**src/rtl/core/bcs_pkg.sv**
```systemverilog
package bcs_pkg;

	localparam int STEPS   = 6;
	localparam int STEP_W  = 3;
	localparam int IVL_W   = 16;
	localparam int SUM_W   = 19;
	localparam int CNT_W   = 8;
	localparam int BLANK_W = 14;

	// floor(x / 9) = (x * RECIP9) >> RECIP9_SH, exact for x below 2^22
	localparam logic [21:0] RECIP9    = 22'd3728271;
	localparam int          RECIP9_SH = 25;
	// floor(x / 36) = (x * RECIP36) >> RECIP36_SH, exact for x below 2^21
	localparam logic [18:0] RECIP36    = 19'd466034;
	localparam int          RECIP36_SH = 24;

	typedef enum logic [1:0] {
		CFG_SETTLE = 2'd0,
		CFG_FAIL   = 2'd1
	} cfg_idx_t;

	typedef enum logic {
		REQ_ARM    = 1'b0,
		REQ_EXPIRE = 1'b1
	} req_t;

	typedef enum logic {
		ACT_COMMUTATE = 1'b0,
		ACT_REARM     = 1'b1
	} act_t;

	typedef struct packed {
		act_t               action;
		logic [STEP_W-1:0]  step;
		logic [SUM_W-1:0]   filt_old;
		logic [SUM_W-1:0]   filt_new;
		logic [IVL_W-1:0]   ivl;
		logic               check;
	} comm_t;

	typedef struct packed {
		act_t               action;
		logic [STEP_W-1:0]  step;
		logic [BLANK_W-1:0] blank_delay;
		logic               stall_res;
	} res_t;

endpackage

```
**src/rtl/core/bcs_seq.sv**
```systemverilog
module bcs_seq import bcs_pkg::*; (
	input  logic             clk,
	input  logic             arst_n,
	input  logic             go,
	input  req_t             req_type,
	input  logic [IVL_W-1:0] interval,
	input  logic             run_closed,
	input  logic [CNT_W-1:0] settle_count,
	output logic             has_res,
	output comm_t            comm_s2
);

	typedef enum logic [1:0] {
		PH_AWAIT = 2'd0,
		PH_BLANK = 2'd1,
		PH_IDLE  = 2'd2
	} phase_t;

	phase_t            phase_q;
	logic [STEP_W-1:0] step_q;
	logic [IVL_W-1:0]  ivl_q;
	logic [IVL_W-1:0]  ring_q [STEPS];
	logic [SUM_W-1:0]  sum_q;
	logic [SUM_W-1:0]  filt_q;
	logic [CNT_W-1:0]  ccnt_q;

	logic              commute;
	logic              rearm;
	logic [STEP_W-1:0] step_nx;
	logic [SUM_W-1:0]  sum_nx;
	logic [SUM_W+3:0]  filt_acc;
	logic [SUM_W-1:0]  filt_nx;
	logic [CNT_W-1:0]  ccnt_nx;

	always_comb begin
		commute = 1'b0;
		rearm   = 1'b0;
		if (req_type == REQ_EXPIRE) begin
			unique case (phase_q)
				PH_AWAIT: commute = run_closed;
				PH_BLANK: rearm = 1'b1;
				default: ;
			endcase
		end
	end

	assign has_res = commute | rearm;

	assign step_nx  = (step_q == STEP_W'(STEPS - 1)) ? '0 : step_q + STEP_W'(1);
	assign sum_nx   = sum_q - SUM_W'(ring_q[step_nx]) + SUM_W'(ivl_q);
	// 7 * filt + sum, then drop three bits
	assign filt_acc = (SUM_W+4)'({filt_q, 3'b000}) - (SUM_W+4)'(filt_q)
	                + (SUM_W+4)'(sum_nx);
	assign filt_nx  = filt_acc[SUM_W+2:3];
	assign ccnt_nx  = (ccnt_q == {CNT_W{1'b1}}) ? ccnt_q : ccnt_q + CNT_W'(1);

	always_ff @(posedge clk or negedge arst_n) begin
		if (!arst_n) begin
			phase_q <= PH_IDLE;
			step_q  <= '0;
			ivl_q   <= '0;
			for (int i = 0; i < STEPS; i++) begin
				ring_q[i] <= '0;
			end
			sum_q   <= '0;
			filt_q  <= '0;
			ccnt_q  <= '0;
			comm_s2 <= '0;
		end else if (go) begin
			if (req_type == REQ_ARM) begin
				ivl_q   <= interval;
				phase_q <= PH_AWAIT;
			end else if (commute) begin
				phase_q         <= PH_BLANK;
				step_q          <= step_nx;
				ring_q[step_nx] <= ivl_q;
				sum_q           <= sum_nx;
				filt_q          <= filt_nx;
				ccnt_q          <= ccnt_nx;
			end else if (rearm) begin
				phase_q <= PH_IDLE;
			end
			comm_s2.action   <= rearm ? ACT_REARM : ACT_COMMUTATE;
			comm_s2.step     <= commute ? step_nx : step_q;
			comm_s2.filt_old <= filt_q;
			comm_s2.filt_new <= filt_nx;
			comm_s2.ivl      <= ivl_q;
			comm_s2.check    <= commute && (ccnt_nx > settle_count);
		end
	end

endmodule

```
**src/rtl/core/bcs_chk.sv**
```systemverilog
module bcs_chk import bcs_pkg::*; (
	input  logic             clk,
	input  logic             arst_n,
	input  logic             go,
	input  comm_t            comm_s2,
	input  logic [CNT_W-1:0] fail_limit,
	output res_t             res_q
);

	localparam int LO_PW = SUM_W + 22;
	localparam int HI_PW = SUM_W + 23;
	localparam int BL_PW = SUM_W + 19;

	logic [CNT_W-1:0]   fcnt_q;
	logic [LO_PW-1:0]   lo_prod;
	logic [HI_PW-1:0]   hi_prod;
	logic [BL_PW-1:0]   bl_prod;
	logic [IVL_W-1:0]   lo;
	logic [IVL_W:0]     hi;
	logic [BLANK_W-1:0] blank;
	logic               in_win;
	logic               checked;
	logic [CNT_W-1:0]   fcnt_nx;

	// window bounds filt/9 and 2*filt/9, blanking old filt/36
	assign lo_prod = LO_PW'(comm_s2.filt_new) * LO_PW'(RECIP9);
	assign hi_prod = HI_PW'({comm_s2.filt_new, 1'b0}) * HI_PW'(RECIP9);
	assign bl_prod = BL_PW'(comm_s2.filt_old) * BL_PW'(RECIP36);
	assign lo      = lo_prod[RECIP9_SH +: IVL_W];
	assign hi      = hi_prod[RECIP9_SH +: IVL_W+1];
	assign blank   = bl_prod[RECIP36_SH +: BLANK_W];

	assign in_win  = (comm_s2.ivl > lo) && ((IVL_W+1)'(comm_s2.ivl) < hi);
	assign checked = (comm_s2.action == ACT_COMMUTATE) && comm_s2.check;

	always_comb begin
		if (in_win) begin
			fcnt_nx = (fcnt_q == '0) ? fcnt_q : fcnt_q - CNT_W'(1);
		end else begin
			fcnt_nx = (fcnt_q == {CNT_W{1'b1}}) ? fcnt_q : fcnt_q + CNT_W'(1);
		end
	end

	always_ff @(posedge clk or negedge arst_n) begin
		if (!arst_n) begin
			fcnt_q <= '0;
		end else if (go && checked) begin
			fcnt_q <= fcnt_nx;
		end
	end

	always_ff @(posedge clk) begin
		if (go) begin
			res_q.action      <= comm_s2.action;
			res_q.step        <= comm_s2.step;
			res_q.blank_delay <= (comm_s2.action == ACT_COMMUTATE) ? blank : '0;
			res_q.stall_res   <= checked && !in_win && (fcnt_nx > fail_limit);
		end
	end

endmodule

```
**src/rtl/core/bldc_commutation_sequencer_unit.sv**
```systemverilog
// Six-step sensorless commutation sequencer.
// Input stream s_*: s_tuser is the request kind (0 arm with interval, 1 timer
// expiry); s_tdata carries the 60-degree interval and the closed-loop flag.
// Output stream m_*: s_tuser-style kind on m_tuser (0 commutate and blank,
// 1 comparator re-arm); m_tdata carries step, blanking delay and stall flag.
// Arms update state but give no item; expiries that cause no action give none.
// Pipeline is input register, sequencer stage and window check stage, whose
// register is the output register; an item moves through each as room allows.
// One item per cycle is accepted while the pipeline flows; the sequencer
// state is updated as each item passes the sequencer stage, so successive items chain.
// When m_tready is low the output register holds; the two inner stages fill
// and s_tready drops only once all three are occupied.
// Reset clears phase to idle, step, interval ring, sums and counters, and
// loads settle_count 12 and fail_limit 10. cfg_wen writes register cfg_idx
// (0 settle_count, 1 fail_limit) and is to be used only while idle.
module bldc_commutation_sequencer_unit import bcs_pkg::*; (
	input  logic        clk,
	input  logic        arst_n,
	input  logic        s_tvalid,
	output logic        s_tready,
	input  logic [23:0] s_tdata,   // interval[15:0], run_closed[16], zero pad
	input  logic        s_tuser,   // req_type
	output logic        m_tvalid,
	input  logic        m_tready,
	output logic [23:0] m_tdata,   // step[2:0], blank_delay[16:3], stall_res[17], zero pad
	output logic        m_tuser,   // action
	input  logic        cfg_wen,
	input  logic [1:0]  cfg_idx,
	input  logic [7:0]  cfg_wdata
);

	logic [CNT_W-1:0] settle_q;
	logic [CNT_W-1:0] fail_q;

	logic             s1_v_q;
	req_t             req_s1;
	logic [IVL_W-1:0] ivl_s1;
	logic             run_s1;
	logic             s2_v_q;
	logic             out_v_q;

	logic             out_room;
	logic             s2_room;
	logic             s2_go;
	logic             s1_go;
	logic             s_acc;
	logic             has_res;
	comm_t            comm_s2;
	res_t             res_q;

	assign out_room = !out_v_q || m_tready;
	assign s2_go    = s2_v_q && out_room;
	assign s2_room  = !s2_v_q || out_room;
	assign s1_go    = s1_v_q && s2_room;
	assign s_tready = !s1_v_q || s2_room;
	assign s_acc    = s_tvalid && s_tready;

	always_ff @(posedge clk or negedge arst_n) begin
		if (!arst_n) begin
			settle_q <= CNT_W'(12);
			fail_q   <= CNT_W'(10);
		end else if (cfg_wen) begin
			if (cfg_idx == CFG_SETTLE) begin
				settle_q <= cfg_wdata;
			end else if (cfg_idx == CFG_FAIL) begin
				fail_q <= cfg_wdata;
			end
		end
	end

	always_ff @(posedge clk or negedge arst_n) begin
		if (!arst_n) begin
			s1_v_q  <= 1'b0;
			s2_v_q  <= 1'b0;
			out_v_q <= 1'b0;
		end else begin
			if (s_acc) begin
				s1_v_q <= 1'b1;
			end else if (s1_go) begin
				s1_v_q <= 1'b0;
			end
			if (s1_go) begin
				s2_v_q <= has_res;
			end else if (s2_go) begin
				s2_v_q <= 1'b0;
			end
			if (s2_go) begin
				out_v_q <= 1'b1;
			end else if (m_tready) begin
				out_v_q <= 1'b0;
			end
		end
	end

	always_ff @(posedge clk) begin
		if (s_acc) begin
			req_s1 <= req_t'(s_tuser);
			ivl_s1 <= s_tdata[IVL_W-1:0];
			run_s1 <= s_tdata[IVL_W];
		end
	end

	bcs_seq u_seq (
		.clk          (clk),
		.arst_n       (arst_n),
		.go           (s1_go),
		.req_type     (req_s1),
		.interval     (ivl_s1),
		.run_closed   (run_s1),
		.settle_count (settle_q),
		.has_res      (has_res),
		.comm_s2      (comm_s2)
	);

	bcs_chk u_chk (
		.clk        (clk),
		.arst_n     (arst_n),
		.go         (s2_go),
		.comm_s2    (comm_s2),
		.fail_limit (fail_q),
		.res_q      (res_q)
	);

	assign m_tvalid = out_v_q;
	assign m_tuser  = res_q.action;
	assign m_tdata  = {6'b000000, res_q.stall_res, res_q.blank_delay, res_q.step};

	a_rearm_clean: assert property (@(posedge clk) disable iff (!arst_n)
		m_tvalid && (m_tuser == ACT_REARM) |->
			(res_q.blank_delay == '0) && !res_q.stall_res)
		else $error("re-arm item carries blanking or stall");

	a_step_range: assert property (@(posedge clk) disable iff (!arst_n)
		m_tvalid |-> (res_q.step < STEP_W'(STEPS)))
		else $error("step out of range");

	a_s2_hold: assert property (@(posedge clk) disable iff (!arst_n)
		s2_v_q && !s2_go |=> s2_v_q)
		else $error("pending result dropped");

	a_s1_hold: assert property (@(posedge clk) disable iff (!arst_n)
		s1_v_q && !s1_go |=> s1_v_q)
		else $error("pending input item dropped");

	a_ready_empty: assert property (@(posedge clk) disable iff (!arst_n)
		!s1_v_q |-> s_tready)
		else $error("input refused with empty input register");

endmodule

```
**config.mk**
```make
export PLATFORM = sky130hd
export DESIGN_NAME = bldc_commutation_sequencer_unit
export DESIGN_NICKNAME = d
export VERILOG_FILES = /design/src/rtl/core/bcs_pkg.sv /design/src/rtl/core/bcs_seq.sv /design/src/rtl/core/bcs_chk.sv /design/src/rtl/core/bldc_commutation_sequencer_unit.sv
export SDC_FILE = /design/constraint.sdc
export NUM_CORES = 1
export LEC_CHECK = 0
export ABC_AREA = 1
export BUFFER_PORTS_ARGS = -buffer_cell sky130_fd_sc_hd__buf_2
export CAP_MARGIN = 20
export CORE_ASPECT_RATIO = 0.9
export CORE_MARGIN = 2
export CORE_UTILIZATION = 40
export CTS_CLUSTER_SIZE = 40
export DETAILED_ROUTE_END_ITERATION = 6
export GPL_TIMING_DRIVEN = 0
export PLACE_DENSITY = 0.56
export SKIP_CTS_REPAIR_TIMING = 1
export SLEW_MARGIN = 15
export SYNTH_ARGS = -nofsm -noshare
export SYNTH_HDL_FRONTEND = slang
export SYNTH_SLANG_ARGS = --single-unit
```
**constraint.sdc**
```tcl
create_clock -name clk -period 14.4 [get_ports clk]
set_input_delay 1.44 -clock clk [delete_from_list [all_inputs] [get_ports clk]]
set_output_delay 1.44 -clock clk [all_outputs]
set_load 0.1 [all_outputs]
```
### Word-level counts from Yosys, hierarchy flattened

Index checks and enable logic that the tools add are counted.

| word-level totals | value |
|---|---|
| register bits after elaboration | 286 |
| input bits | 40 |
| output and inout bits | 27 |
| logic and storage cells | 114 |

| cells by class | value |
|---|---|
| add/subtract/negate cells | 8 |
| multipliers | 3 |
| magnitude comparators | 6 |
| equality and inequality tests | 6 |
| multiplexer cells | 26 |
| bitwise gates (word level) | 5 |
| reductions and logical operators | 29 |

Operators with widths:

| kind | count |
|---|---|
| $bwmux W96 | 1 |
| $mul A19 B22 Y41 const B | 2 |
| $bmux W16 S3 | 1 |
| $demux W16 S3 | 1 |
| $mux W16 | 3 |
| $mul A19 B18 Y37 const B | 1 |
| $mux W8 | 4 |
| $add A22 B19 Y22 | 1 |
| $sub A22 B19 Y22 | 1 |
| $add A19 B16 Y19 | 1 |
| $sub A19 B16 Y19 | 1 |
| $lt A16 B17 Y1 | 1 |
| $add A8 B1 Y8 const B | 2 |
| $eq A8 B8 Y1 const B | 2 |
| $gt A16 B16 Y1 | 1 |
| $gt A8 B8 Y1 | 2 |
| $mux W1 | 11 |
| $logic_and A1 B1 Y1 | 10 |
| $logic_not A8 Y1 | 1 |
| $reduce_and A2 Y1 | 4 |
| $sub A8 B1 Y8 const B | 1 |
| $mux W2 | 3 |
| $mux W3 | 2 |
| $reduce_and A3 Y1 | 2 |
| other kinds (13) | 24 |

### Depth between registers and ports, before layout

| logic depth | value |
|---|---|
| word-level depth | 9 |
| mapped depth | 41 |
| depth with buffers taken out | 41 |

### Hierarchy

A second synthesis with hierarchy kept.

| second synthesis, totals | value |
|---|---|
| cell total of the unflattened synthesis | 3331 |
| area, all modules | 27726.6 um^2 |

By module, submodules not included:

| module | times used | cells each | area an instance (um^2) | sequential area each (um^2) |
|---|---|---|---|---|
| bcs_chk | 1 | 1713 | 13979.7 | 770.7 |
| bcs_seq | 1 | 1504 | 12320.6 | 5556.6 |
| bldc_commutation_sequencer_unit | 1 | 114 | 1426.4 | 1021.0 |

### Worst setup path after synthesis

Ideal clock, no wire load.

| path | value |
|---|---|
| path type | register to register |
| from | register u_seq.comm_s2[33] (netlist name) |
| to | register u_chk.res_q[0] (netlist name) |
| setup time | 0.255 ns |
| arrival time | 7.399 ns |
| data required time | 14.145 ns |
| setup slack | 6.746 ns |
| stages on the path, launching flop included | 36 |
| buffers on the path | 0 |
| clock period less this slack | 7.654 ns |
| cell sequence | dfrtp_1 -> fa_1 -> inv_1 -> fa_1 -> inv_1 -> fa_1 -> inv_1 -> fa_1 -> fa_1 -> fa_1 -> inv_1 -> ha_1 -> nand2_1 -> inv_1 -> nand2_1 -> nor3_4 -> nand2_1 -> nand2_1 -> a21oi_1 -> o311ai_0 -> a21boi_0 -> xor2_1 -> ha_1 -> nand4_1 -> o221a_2 -> nand2_1 -> a21oi_1 -> nor2_4 -> nor2_8 -> nand3_1 -> and2_1 -> ha_1 -> nand2_1 -> nor3_1 -> a31oi_1 -> and3_1 |

| on the way | value |
|---|---|
| longest elaborated chain between the ends | 6 |
| elaborated cells between the ends (all ways) | 10 |
| those cells by class | mul: 2; order compare: 3; mux: 1; reduce/logical: 4 |

RTL lines:

| element | line | source |
|---|---|---|
| $mul A19 B22 Y41 | bcs_chk.sv:26, bcs_chk.sv:27 |  |
| $lt A16 B17 Y1 or $gt A16 B16 Y1 (tied branches) | bcs_chk.sv:33 | `assign in_win = (comm_s2.ivl > lo) && ((IVL_W+1)'(comm_s2.ivl) < hi);` |
| $logic_and A1 B1 Y1 (*) | bcs_chk.sv:33 |  |
| $mux W8 (*) | bcs_chk.sv:37 | `if (in_win) begin` |
| net u_chk.fcnt_nx[7] | bcs_chk.sv:23 | `logic [CNT_W-1:0] fcnt_nx;` |
| $gt A8 B8 Y1 (*) | bcs_chk.sv:57 | `res_q.stall_res <= checked && !in_win && (fcnt_nx > fail_limit);` |
| $logic_and A1 B1 Y1 (*) | bcs_chk.sv:57 |  |

Mark *: on every way through the listed nets, which the timed path passes. The rest lies on a longest branch.
A chain may end at the register's enable or synchronous reset.

### Worst setup path in the final report

| path | value |
|---|---|
| from | register u_seq.comm_s2[33] (netlist name) |
| to | register u_chk.res_q[0] (netlist name) |

| on the way | value |
|---|---|
| longest elaborated chain between the ends | 6 |
| elaborated cells between the ends (all ways) | 10 |
| those cells by class | mul: 2; order compare: 3; mux: 1; reduce/logical: 4 |

RTL lines:

| element | line |
|---|---|
| $mul A19 B22 Y41 | bcs_chk.sv:26, bcs_chk.sv:27 |
| $lt A16 B17 Y1 or $gt A16 B16 Y1 (tied branches) | bcs_chk.sv:33 |
| $logic_and A1 B1 Y1 (*) | bcs_chk.sv:33 |
| $mux W8 (*) | bcs_chk.sv:37 |
| net u_chk.fcnt_nx[7] | bcs_chk.sv:23 |
| $gt A8 B8 Y1 (*) | bcs_chk.sv:57 |
| $logic_and A1 B1 Y1 (*) | bcs_chk.sv:57 |

Marked as above.

==> impl_results.md <==
* Synth async-reset ratio at a little under 90%
* Ys flop type: dfrtp_1
* Simple-Gate Fraction of Synth Area at between 10% and 20%
* Yosys cell types at 57
* # diodes at 0
* Mean post-synth cell area at 8.59 µm²
* WL/cell at 16.6 µm
* Number of CTS-inserted buffers at 34
* Worst Tran Pin Value at around 0.99 ns
* IO Port Bufs at 53
* Min Hold Slack at between 0.4 and 0.5 ns
* Vias in the first global route at roughly 20000
* Syn-to-layout area delta at 9.74%
* CTS HTree Levels at 2
* Crit path max fanout at 9
* Critical hold path startpoint: u_seq.comm_s2[55]
* Netlist Area Pre-Place at about 27000 µm²
* Skew-Pair Late Insertion Delay at between 0.5 and 0.6 ns
* Setup TNS at 0 ns
* Slew margin rel. at roughly a third
* Layout cell share with drive strength beyond 1 at under 10%
* Clk sink count at 286
* Mapped Cells at 3100
* GP Congestion at 0.890
* Longest Clk Path Bufs at 3
* Commonest non-fill, non-tap cell in the layout: nand2_1
* Global-route wire length before repair at roughly 110000 µm
* CP Class: flip-flop to flip-flop
* Sequential cell area fraction in the yosys report at 27.6%
* Filler Cell Count at about 6600
* Initial Util at approximately two fifths
* Post-DR vias/cell at around 5
* Via count at around 20000
* Clock slew at reported path FFs at 0.06 ns
* Number of cells on the worst reg-to-reg path at 35
* Die Area at approximately 70000 µm²
* Routed wire length at between 60000 and 70000 µm
* Startpoint Class: flip-flop
* Final setup violation count at 0
* Io pins at 67
* Worst r2r src: u_seq.comm_s2[33]
* Detail Route Antenna Nets at 0
* Max_cap viols at 0
* Site Rows at roughly 90
* Drt first pass iters at 5
* Worst Setup EP: u_chk.res_q[0]
* 1st-iter DRT viols at 1311
* Antenna violations before repair at 1
* Status: complete, no violations
* Min-Delay Path Class: flip-flop to flip-flop
* Clock root cell: clkbuf_16
* Pin count of the biggest net entering global routing at 78
* Crit path time final at between 8 and 9 ns
* Non-filler cells in the finished layout at around 4100
* Xor and xnor fraction of the mapped netlist area at approximately 2.1%
* Die height at 249 µm
* Residual DRC count at 0
* Peak Freq at roughly 110 MHz
* Post-Synth Adder-Cell Area at 35.1%
* Post-Place Cells at a little over 4000
* Crit end category: flip-flop
* DP Wirelength at ~56000 µm
* Fin. Hold Viols at 0
* Register area at ~7300 µm²
* Required time worst endpoint at 14.70 ns
* Worst path slowest cell: fa_1
* R2r endpoint: u_chk.res_q[0]
* Setup crit start: u_seq.comm_s2[33]
* Final #Nets at 3845
* Arrival @ worst endpoint at around 9.1 ns
* CTS tree: built
* Core area at between 60000 and 70000 µm²
* Synth warn at 0
* Final Cycle Share at 61.2%
* Width of the chip at about 280 µm
* Reg-to-reg slack, setup at roughly 5.6 ns
* Synth Area in Compound Gates at between 10% and 20%
* Clock skew at 0.0218 ns
* Post-synthesis mux area share at 0%
* Max-slew violations at 0
* Commonest cells after routing, fill and taps aside: 630 x nand2_1, 566 x inv_1, 373 x ha_1, 278 x o21ai_0, 244 x dfrtp_1
* Synth Register Bits at roughly 290
* Post-synth EDFFs at 37
* Multi-input logic area at 16800 µm²
* Total gr overflow at 0
* Largest family of logic cells by synthesized area: adder cells
* Total track usage at between 20% and 30%
* RSZ-0062 raised after global routing: no
* CP peak stage delay at roughly 0.62 ns
==> cell type report <==
| type | count | area share [%] |
|---|---|---|
| tap | 864 | 3.70 |
| timing repair buffer | 57 | 1.24 |
| sequential | 286 | 25.2 |
| clock inverter | 13 | 0.505 |
| multi-input combinational | 2173 | 57.7 |
| buffer | 63 | 0.887 |
| clock buffer | 49 | 3.35 |
| inverter | 583 | 7.49 |
==> critical path: cells and delay by family, from the launching register on <==
| family | cells | cell delay, ns |
|---|---|---|
| adder cells (fa/ha/maj) | 9 | 4.08 |
| AND/OR/NAND/NOR | 14 | 1.92 |
| AO/OA/AOI/OAI | 6 | 1.38 |
| flip-flops | 1 | 0.46 |
| XOR/XNOR | 1 | 0.38 |
| buffers and inverters | 5 | 0.30 |
==> kinds of logic (layout without fill, tap and decap cells) <==
kind of cell,after synthesis,in the layout
adders and majority gates,607,607
and+or+nand+nor,963,963
buffers and inverters,646,765
other,1,6
xor gates and xnor gates,64,64
AOI/OAI and AO/OA,533,533
DFF,286,286
==> routing by layer <==
| layer | vias to the layer above | track usage [%] | share of wire [%] |
|---|---|---|---|
| li1 | 10115 | - | - |
| met1 | 9595 | 32.3 | 51 |
| met2 | 402 | 29.4 | 42 |
| met3 | 54 | 3.11 | 5.2 |
| met4 | 0 | 3.07 | 1.5 |
| met5 | - | 0 | 0 |
==> state kept, by name (all words and copies together), names as in the netlist, 2 cells and up <==
signal,flops
u_seq.ivl_q,16
settle_q,8
u_seq.ring_q,96
fail_q,8
u_seq.step_q,3
ivl_s1,16
u_chk.fcnt_q,8
u_seq.filt_q,19
u_seq.sum_q,19
u_chk.res_q,19
u_seq.ccnt_q,8
u_seq.phase_q,2
u_seq.comm_s2,59
==> through the flow <==
step / area [µm²] / setup WS, ns / utilization [%]
2_1_floorplan: 26600 / 6.75 / -
3_3_place_gp: 28000 / 5.57 / 42.6
3_5_place_dp: 28100 / 5.54 / 42.7
4_1_cts: 29200 / 5.50 / 44.5
5_1_grt: 29200 / 4.92 / 44.5
6_report: 29200 / 5.59 / 44.5
==> Yosys cell counts (all sizes together), types with 6 or more instances <==
library cell  number  area (µm²)
a21oi            187         943
a22o              15         131
a31oi              6        37.5
and2               7        43.8
buf                9        56.3
clkbuf            54         203
clkinv            17        63.8
dfrtp            244        6110
edfxtp            37        1110
fa               234        4680
ha               373        4670
inv              566        2120
nand2            644        2470
nand3            109         563
nand4             18         119
nor2             140         572
nor3              27         151
nor4               6        37.5
o211ai             6        45.0
o21a               9        67.6
o21ai            281        1410
o21bai            12        90.1
or2                6        37.5
xnor2             17         149
xor2              47         412
==> how the worst min path moves through the flow <==
stage,endpoint,slack [ns],cells after the start
finish,u_chk.res_q[15],0.45,0
global route,u_chk.res_q[16],0.48,0
CTS,u_chk.res_q[15],0.46,0
detailed placement,u_chk.res_q[16],0.45,0
global placement,u_chk.res_q[15],0.44,0
floorplan,u_chk.res_q[16],0.43,0
Power is not shown: default switching activity piles up to over one toggle a cycle in this logic, so the estimate is an artifact.
